## src/rtl/rae_pkg.sv

```systemverilog
// Shared types and constants of the RV32I register-register execute block.
// Used by every module in this folder but rae_ram; it depends on nothing else.
`default_nettype none

package rae_pkg;

  localparam int XLEN   = 32;
  localparam int NREGS  = 32;
  localparam int REG_AW = $clog2(NREGS);
  localparam int SH_W   = $clog2(XLEN);

  localparam logic [6:0]      OPCODE_OP = 7'h33;
  localparam logic [XLEN-1:0] PC_STEP   = XLEN'(4);

  localparam logic CMD_EXECUTE = 1'b0;
  localparam logic CMD_PRELOAD = 1'b1;

  typedef enum logic [2:0] {
    F3_ADD_SUB = 3'b000,
    F3_SLL     = 3'b001,
    F3_SLT     = 3'b010,
    F3_SLTU    = 3'b011,
    F3_XOR     = 3'b100,
    F3_SRL_SRA = 3'b101,
    F3_OR      = 3'b110,
    F3_AND     = 3'b111
  } funct3_t;

  // One request as it enters the block.
  typedef struct packed {
    logic              command;
    logic [XLEN-1:0]   instruction_word;
    logic [XLEN-1:0]   program_counter;
    logic [REG_AW-1:0] preload_index;
    logic [XLEN-1:0]   preload_value;
  } rae_req_t;

  // One register file write.
  typedef struct packed {
    logic              en;
    logic [REG_AW-1:0] idx;
    logic [XLEN-1:0]   data;
  } rae_wr_t;

  // One result as it leaves the block.
  typedef struct packed {
    logic [XLEN-1:0]   next_pc;
    logic [REG_AW-1:0] dest_index;
    logic [XLEN-1:0]   written_value;
    logic              illegal;
  } rae_res_t;

endpackage

`default_nettype wire

```

## src/rtl/rae_ram.sv

```systemverilog
// Generic single-write, single-read RAM with a registered read port.
// Stand-alone; it uses no package.
`default_nettype none

module rae_ram #(
  parameter int WIDTH = 32,
  parameter int DEPTH = 32
) (
  input  wire logic                     clk,
  input  wire logic                     wr_en,
  input  wire logic [$clog2(DEPTH)-1:0] wr_addr,
  input  wire logic [WIDTH-1:0]         wr_data,
  input  wire logic                     rd_en,
  input  wire logic [$clog2(DEPTH)-1:0] rd_addr,
  output      logic [WIDTH-1:0]         rd_data
);

  logic [WIDTH-1:0] mem [DEPTH];

  always_ff @(posedge clk) begin
    if (wr_en) begin
      mem[wr_addr] <= wr_data;
    end
    if (rd_en) begin
      rd_data <= mem[rd_addr];
    end
  end

endmodule

`default_nettype wire

```

## src/rtl/rae_regfile.sv

```systemverilog
// Register file with two read ports: two RAM copies written together, valid
// bits that make unwritten entries read as zero, and a bypass of the last write.
// Depends on rae_pkg and rae_ram.
`default_nettype none

module rae_regfile (
  input  wire logic                       clk,
  input  wire logic                       rst,
  input  wire logic                       rd_en,
  input  wire logic [rae_pkg::REG_AW-1:0] rs1_addr,
  input  wire logic [rae_pkg::REG_AW-1:0] rs2_addr,
  input  wire rae_pkg::rae_wr_t           wr,
  output      logic [rae_pkg::XLEN-1:0]   rs1_data,
  output      logic [rae_pkg::XLEN-1:0]   rs2_data
);
  import rae_pkg::*;

  logic [NREGS-1:0]  valid_bits;
  logic [REG_AW-1:0] rs1_addr_q;
  logic [REG_AW-1:0] rs2_addr_q;
  logic              rs1_vld_q;
  logic              rs2_vld_q;
  logic [XLEN-1:0]   rs1_ram;
  logic [XLEN-1:0]   rs2_ram;
  rae_wr_t           last_wr;

  rae_ram #(.WIDTH(XLEN), .DEPTH(NREGS)) u_ram_a (
    .clk    (clk),
    .wr_en  (wr.en),
    .wr_addr(wr.idx),
    .wr_data(wr.data),
    .rd_en  (rd_en),
    .rd_addr(rs1_addr),
    .rd_data(rs1_ram)
  );

  rae_ram #(.WIDTH(XLEN), .DEPTH(NREGS)) u_ram_b (
    .clk    (clk),
    .wr_en  (wr.en),
    .wr_addr(wr.idx),
    .wr_data(wr.data),
    .rd_en  (rd_en),
    .rd_addr(rs2_addr),
    .rd_data(rs2_ram)
  );

  always_ff @(posedge clk) begin
    if (rst) begin
      valid_bits <= '0;
    end else if (wr.en) begin
      valid_bits[wr.idx] <= 1'b1;
    end
  end

  always_ff @(posedge clk) begin
    if (rd_en) begin
      rs1_addr_q <= rs1_addr;
      rs2_addr_q <= rs2_addr;
      rs1_vld_q  <= valid_bits[rs1_addr];
      rs2_vld_q  <= valid_bits[rs2_addr];
    end
  end

  // The most recent write always holds the current value of its register,
  // so it also covers a write that lands on the same edge as the read.
  always_ff @(posedge clk) begin
    if (rst) begin
      last_wr.en <= 1'b0;
    end else if (wr.en) begin
      last_wr.en <= 1'b1;
    end
    if (wr.en) begin
      last_wr.idx  <= wr.idx;
      last_wr.data <= wr.data;
    end
  end

  always_comb begin
    if (rs1_addr_q == '0) begin
      rs1_data = '0;
    end else if (last_wr.en && (last_wr.idx == rs1_addr_q)) begin
      rs1_data = last_wr.data;
    end else if (rs1_vld_q) begin
      rs1_data = rs1_ram;
    end else begin
      rs1_data = '0;
    end

    if (rs2_addr_q == '0) begin
      rs2_data = '0;
    end else if (last_wr.en && (last_wr.idx == rs2_addr_q)) begin
      rs2_data = last_wr.data;
    end else if (rs2_vld_q) begin
      rs2_data = rs2_ram;
    end else begin
      rs2_data = '0;
    end
  end

endmodule

`default_nettype wire

```

## src/rtl/rae_alu.sv

```systemverilog
// Decode and ALU: turns one request and its operands into a result and a
// register file write. Depends on rae_pkg.
`default_nettype none

module rae_alu (
  input  wire rae_pkg::rae_req_t        req,
  input  wire logic [rae_pkg::XLEN-1:0] rs1_data,
  input  wire logic [rae_pkg::XLEN-1:0] rs2_data,
  output      rae_pkg::rae_res_t        res,
  output      rae_pkg::rae_wr_t         wr
);
  import rae_pkg::*;

  logic [REG_AW-1:0] rd;
  logic              alt;
  logic [SH_W-1:0]   shamt;
  logic              is_op;
  logic [XLEN-1:0]   alu_out;

  assign rd    = req.instruction_word[11:7];
  assign alt   = req.instruction_word[30];
  assign shamt = rs2_data[SH_W-1:0];
  assign is_op = (req.instruction_word[6:0] == OPCODE_OP);

  always_comb begin
    case (funct3_t'(req.instruction_word[14:12]))
      F3_ADD_SUB: alu_out = alt ? (rs1_data - rs2_data) : (rs1_data + rs2_data);
      F3_SLL:     alu_out = rs1_data << shamt;
      F3_SLT:     alu_out = {{(XLEN-1){1'b0}}, ($signed(rs1_data) < $signed(rs2_data))};
      F3_SLTU:    alu_out = {{(XLEN-1){1'b0}}, (rs1_data < rs2_data)};
      F3_XOR:     alu_out = rs1_data ^ rs2_data;
      F3_SRL_SRA: alu_out = alt ? XLEN'($signed(rs1_data) >>> shamt) : (rs1_data >> shamt);
      F3_OR:      alu_out = rs1_data | rs2_data;
      F3_AND:     alu_out = rs1_data & rs2_data;
      default:    alu_out = '0;
    endcase
  end

  always_comb begin
    if (req.command == CMD_PRELOAD) begin
      wr.en             = (req.preload_index != '0);
      wr.idx            = req.preload_index;
      wr.data           = req.preload_value;
      res.next_pc       = '0;
      res.dest_index    = req.preload_index;
      res.written_value = wr.en ? req.preload_value : '0;
      res.illegal       = 1'b0;
    end else if (!is_op) begin
      wr.en             = 1'b0;
      wr.idx            = rd;
      wr.data           = alu_out;
      res.next_pc       = req.program_counter + PC_STEP;
      res.dest_index    = '0;
      res.written_value = '0;
      res.illegal       = 1'b1;
    end else begin
      wr.en             = (rd != '0);
      wr.idx            = rd;
      wr.data           = alu_out;
      res.next_pc       = req.program_counter + PC_STEP;
      res.dest_index    = rd;
      res.written_value = wr.en ? alu_out : '0;
      res.illegal       = 1'b0;
    end
  end

endmodule

`default_nettype wire

```

## src/rtl/rv32i_register_alu_execute.sv

```systemverilog
// Top level of the RV32I register-register execute block.
// Depends on rae_pkg, rae_regfile (with rae_ram) and rae_alu.
`default_nettype none

// Executes RV32I OP instructions (add, sub, sll, slt, sltu, xor, srl, sra,
// or, and) against a 32 x 32-bit register file, or preloads one register.
// Every request gives exactly one result, in order. The block takes one
// request per cycle as long as the result side keeps taking results; an
// accepted request is held in the execute stage until the result register
// takes its result. The registered read of the register file RAM
// happens on the accepting edge, beside the request register, and the ALU
// then feeds the result register. A dependent instruction may follow
// directly: the last register write is bypassed to the operand path. Register
// x0 reads as zero and is never written. After reset every register reads as
// zero without any clearing pass, since per-register valid bits are cleared
// at once. An opcode other than OP gives a result with illegal set, no write,
// dest_index and written_value of zero, and next_pc = program_counter + 4. A
// preload request returns next_pc of zero, the preloaded register number and
// the value that register now holds. Both channels use valid and ready;
// request_ready is low during reset.

module rv32i_register_alu_execute (
  input  wire logic                       clk,
  input  wire logic                       rst,
  input  wire logic                       request_valid,
  output      logic                       request_ready,
  input  wire logic                       command,
  input  wire logic [rae_pkg::XLEN-1:0]   instruction_word,
  input  wire logic [rae_pkg::XLEN-1:0]   program_counter,
  input  wire logic [rae_pkg::REG_AW-1:0] preload_index,
  input  wire logic [rae_pkg::XLEN-1:0]   preload_value,
  output      logic                       result_valid,
  input  wire logic                       result_ready,
  output      logic [rae_pkg::XLEN-1:0]   next_pc,
  output      logic [rae_pkg::REG_AW-1:0] dest_index,
  output      logic [rae_pkg::XLEN-1:0]   written_value,
  output      logic                       illegal
);
  import rae_pkg::*;

  // Execute stage: the request waits here while its operands come out of
  // the RAM, and the ALU works on it.
  logic     s1_valid;
  rae_req_t s1_req;
  logic     s1_advance;
  logic     accept;

  logic [XLEN-1:0] rs1_data;
  logic [XLEN-1:0] rs2_data;
  rae_res_t        alu_res;
  rae_wr_t         alu_wr;
  rae_wr_t         rf_wr;
  rae_res_t        res_q;

  // The execute stage moves on when the result register is empty or is
  // being emptied in this cycle; a new request enters behind it.
  assign s1_advance    = !result_valid || result_ready;
  assign request_ready = !rst && (!s1_valid || s1_advance);
  assign accept        = request_valid && request_ready;

  always_ff @(posedge clk) begin
    if (rst) begin
      s1_valid <= 1'b0;
    end else if (accept) begin
      s1_valid <= 1'b1;
    end else if (s1_advance) begin
      s1_valid <= 1'b0;
    end
    if (accept) begin
      s1_req.command          <= command;
      s1_req.instruction_word <= instruction_word;
      s1_req.program_counter  <= program_counter;
      s1_req.preload_index    <= preload_index;
      s1_req.preload_value    <= preload_value;
    end
  end

  // Operands are read straight from the request ports on the accepting edge.
  rae_regfile u_regfile (
    .clk     (clk),
    .rst     (rst),
    .rd_en   (accept),
    .rs1_addr(instruction_word[19:15]),
    .rs2_addr(instruction_word[24:20]),
    .wr      (rf_wr),
    .rs1_data(rs1_data),
    .rs2_data(rs2_data)
  );

  rae_alu u_alu (
    .req     (s1_req),
    .rs1_data(rs1_data),
    .rs2_data(rs2_data),
    .res     (alu_res),
    .wr      (alu_wr)
  );

  // The register file is written on the same edge that the result is loaded.
  always_comb begin
    rf_wr    = alu_wr;
    rf_wr.en = alu_wr.en && s1_valid && s1_advance;
  end

  always_ff @(posedge clk) begin
    if (rst) begin
      result_valid <= 1'b0;
    end else if (s1_advance) begin
      result_valid <= s1_valid;
    end
    if (s1_advance && s1_valid) begin
      res_q <= alu_res;
    end
  end

  assign next_pc       = res_q.next_pc;
  assign dest_index    = res_q.dest_index;
  assign written_value = res_q.written_value;
  assign illegal       = res_q.illegal;

`ifndef SYNTH
  a_accept_fills_stage: assert property (@(posedge clk) disable iff (rst)
    accept |=> s1_valid)
    else $error("accepted request did not reach the execute stage");

  a_stall_holds_stage: assert property (@(posedge clk) disable iff (rst)
    (s1_valid && !s1_advance) |=> s1_valid)
    else $error("execute stage lost a stalled request");

  a_no_write_x0: assert property (@(posedge clk) disable iff (rst)
    rf_wr.en |-> (rf_wr.idx != '0))
    else $error("write to register x0");

  a_illegal_result_clean: assert property (@(posedge clk) disable iff (rst)
    (result_valid && illegal) |-> ((dest_index == '0) && (written_value == '0)))
    else $error("illegal result carries a destination or a value");
`endif

endmodule

`default_nettype wire

```

## config.mk

```make
export PLATFORM = sky130hd
export DESIGN_NAME = rv32i_register_alu_execute
export DESIGN_NICKNAME = d
export VERILOG_FILES = /design/src/rtl/rae_pkg.sv /design/src/rtl/rae_ram.sv /design/src/rtl/rae_regfile.sv /design/src/rtl/rae_alu.sv /design/src/rtl/rv32i_register_alu_execute.sv
export SDC_FILE = /design/constraint.sdc
export NUM_CORES = 2
export LEC_CHECK = 0
export BUFFER_PORTS_ARGS = -buffer_cell sky130_fd_sc_hd__buf_2
export CORE_MARGIN = 8
export CORE_UTILIZATION = 45
export DETAILED_ROUTE_END_ITERATION = 16
export PLACE_DENSITY_LB_ADDON = 0.2
export SYNTH_ARGS = -nofsm -noshare
export SYNTH_HDL_FRONTEND = slang
export SYNTH_HIERARCHICAL = 1
export SYNTH_SLANG_ARGS = --single-unit
```

## constraint.sdc

```tcl
create_clock -name clk -period 14.8 [get_ports clk]
set_clock_uncertainty 0.05 [all_clocks]
set_input_delay 1.48 -clock clk [delete_from_list [all_inputs] [get_ports clk]]
set_output_delay 1.48 -clock clk [all_outputs]
set_load 0.005 [all_outputs]
```

==> key figures <==
Clock tree
  – Post-CTS Setup Bufs: 0
  – PostCTS Resize Cnt: 0
  – Clk_lat worst skew: around 0.90 ns
  – Root Buffer: clkbuf_16
  – Clock Path Buffers: 3
  – Total CTS buffers: about 230
  – H-Tree Level Count: 4
  – TritonCTS clock tree: built
  – CTS clk-pin slew, worst paths: ~0.06 ns
  – Cts hold-fix bufs: 0
  – Clock sinks: approximately 2,400

STA
  – RSZ-0062 raised after global routing: no
  – Endpoints failing setup: 0
  – Setup TNS: 0 ns
  – Minimum clock period: roughly 7.8 ns
  – Fin crit share: between 50% and 60%
  – Final slew viol count: 0
  – Max_slew headroom: approximately 18%
  – Slew @ Worst Pin: approximately 1.2 ns
  – Fin. Hold Viols: 0
  – Maximum clock rate: about 0.13 GHz

Place
  – Placer Congestion: roughly 0.95
  – Cells after DPL: 9,694
  – Post-DP HPWL: approximately 170 mm
  – Area after DPL: about 0.11 mm²
  – PortBufs: ~170

Route
  – Drc violations: 0
  – Pre-Repair DR Iteration Count: 6
  – DRT iter0 DRCs: about 7,200
  – Vias per cell: roughly 6.0
  – Routed wire length: just under 300 mm
  – Post-DR wirelength/cell: around 29 µm
  – Antenna viol nets, final: 0
  – Vias: 60,731

Pwr
  – Maximum resistive drop on vdd: about 0.12 mV
  – Overall power: about 0.014 W
  – PwrDens: approximately 130 mW/mm²
  – Leak Pwr: slightly below 40 nW

Worst hold path
  – Hold Crit Class: flop to flop
  – Worst Hold Depth: 2

Global routing
  – GRT Total Usage: 23.8%
  – Vias in the first global route: 57,382
  – Largest net degree at the start of global routing: between 100 and 150
  – Initial antenna violation count: 17
  – Global-route wire length before repair: 417 mm
  – Remaining Overflow, GRT: 0

Run status
  – Status: finished clean

Critical path
  – WP data arrival: between 8 and 9 ns
  – CP max FO: 60
  – Startpoint class of the critical path: flop
  – Worst setup EP type: flop
  – Crit-path max cell delay: between 0.8 and 0.9 ns
  – Worst Path Required: between 15 and 20 ns
  – CP cell instances: xor2_1, nor4_2, nand3_1, nand3_1, a21oi_4, inv_2, buf_4, ha_1, a21oi_1, o211ai_1, nand4_1, a21boi_0, o31ai_1, a22oi_1, xnor2_1, a21oi_1, mux2_2, buf_4
  – Reg2Reg Depth: 18
  – Setup CP Type: flop to flop
  – Slowest cell on crit path: nand3_1

Final layout
  – Final nets: about 7,100
  – Area growth, synth to finish: 11.8%
  – Layout Cells excl Fill: just over 10,000
  – Final instance area: 0.113 mm²
  – Fraction of layout cells with a size suffix above 1: about an eighth

Yosys
  – Cell Area, Synth: 0.101 mm²
  – Mean area per synthesized cell: 14.9 µm²
  – Mapped Cells: 6,763
  – Syn nets: about 7,000
  – Number of synthesis warnings: 6

Die
  – IO Count: ~180
  – Chip Height: between 400 and 500 µm
  – Die W: just under 500 µm
  – Row cnt: 174
  – Starting Density: a little under half
  – Die Area: 0.240 mm²
  – Core Area: approximately 0.22 mm²

Job
  – Max cap viols: 0
-- per-stage QoR --
stage | worst slack (ns) | utilization [%] | hold WS, ns
finish | 6.97 | 50.4 | 0.445
global placement | 7.21 | 47.2 | 0.422
detailed placement | 7.12 | 47.2 | 0.431
global route | 6.62 | 50.4 | 0.476
floorplan | 4.57 | - | 0.407
CTS | 7.03 | 50.4 | 0.446
-- final timing paths --
kind / from / end / slack [ns]
max: u_regfile/last_wr[33] / u_regfile/u_ram_b/mem[4][22] / 6.97
min: u_regfile/valid_bits[9] / u_regfile/valid_bits[9] / 0.45
max reg2reg: u_regfile/last_wr[33] / u_regfile/u_ram_b/mem[4][22] / 6.97
min reg2reg: u_regfile/valid_bits[9] / u_regfile/valid_bits[9] / 0.45
-- critical path: cells and delay by family (launching register included) --
family,cells,cell delay [ns]
and+or+nand+nor,4,2.16
AOI/OAI and AO/OA,7,2.11
buffers and inverters,3,1.21
muxes,1,0.80
DFF,1,0.42
adders and majority gates,1,0.36
xor gates and xnor gates,2,0.34
-- metal layers --
layer | up-vias | wire, µm | GRT usage, %
li1 | 26625 | - | -
met3 | 422 | 24100 | 3.88
met5 | - | 13 | 0
met1 | 31200 | 131000 | 35.6
met4 | 2 | 9310 | 7.57
met2 | 2482 | 131000 | 35.8
-- area by class of cell --
| cell class | count | area, µm² |
|---|---|---|
| clock buffers | 293 | 6140 |
| fillers | 18697 | 111000 |
| repair buffers | 349 | 2260 |
| well taps | 2992 | 3740 |
| diodes | 16 | 40.0 |
| flip-flops and latches | 2352 | 70300 |
| clock inverters | 134 | 1090 |
| inverters | 104 | 390 |
| multi-input cells | 3897 | 29000 |
-- registers in the layout (all words and copies together), names as in the netlist, 5 cells and up --
name and count:
next_pc 32, u_regfile/valid_bits 32, written_value 32, u_regfile/rs1_addr_q 5
u_regfile/rs2_addr_q 5, u_regfile/u_ram_a/rd_data 32, u_regfile/u_ram_b/rd_data 32, u_regfile/u_ram_b/mem 1024
s1_req 86, dest_index 5, u_regfile/last_wr 38, u_regfile/u_ram_a/mem 1024
-- layout by cell type (no fill, tap or decap), types with 26 or more instances in the layout --
| cell type | n |
|---|---|
| xor2_1 | 30 |
| buf_2 | 169 |
| mux2_2 | 26 |
| o21ai_0 | 137 |
| inv_1 | 97 |
| clkinv_1 | 60 |
| ha_1 | 98 |
| mux4_2 | 34 |
| mux2i_1 | 1103 |
| a31oi_1 | 82 |
| buf_4 | 174 |
| edfxtp_1 | 2317 |
| o21ai_1 | 45 |
| clkinv_2 | 48 |
| a21oi_2 | 41 |
| a22oi_1 | 205 |
| nor2_1 | 198 |
| a22o_1 | 140 |
| nand2_1 | 475 |
| nor3_1 | 99 |
| nor2_4 | 69 |
| dfxtp_1 | 35 |
| a21oi_1 | 376 |
| clkbuf_16 | 233 |
| clkbuf_1 | 52 |
| nand3_1 | 289 |
-- where the power goes --
| part | switching, W | internal (W) | leakage [nW] |
|---|---|---|---|
| logic | 0.000901 | 0.000346 | 14.4 |
| registers | 0.0000297 | 0.00745 | 21.4 |
| clock network | 0.00247 | 0.00315 | 3.55 |
No activity file was read; power rests on OpenSTA's default activity.
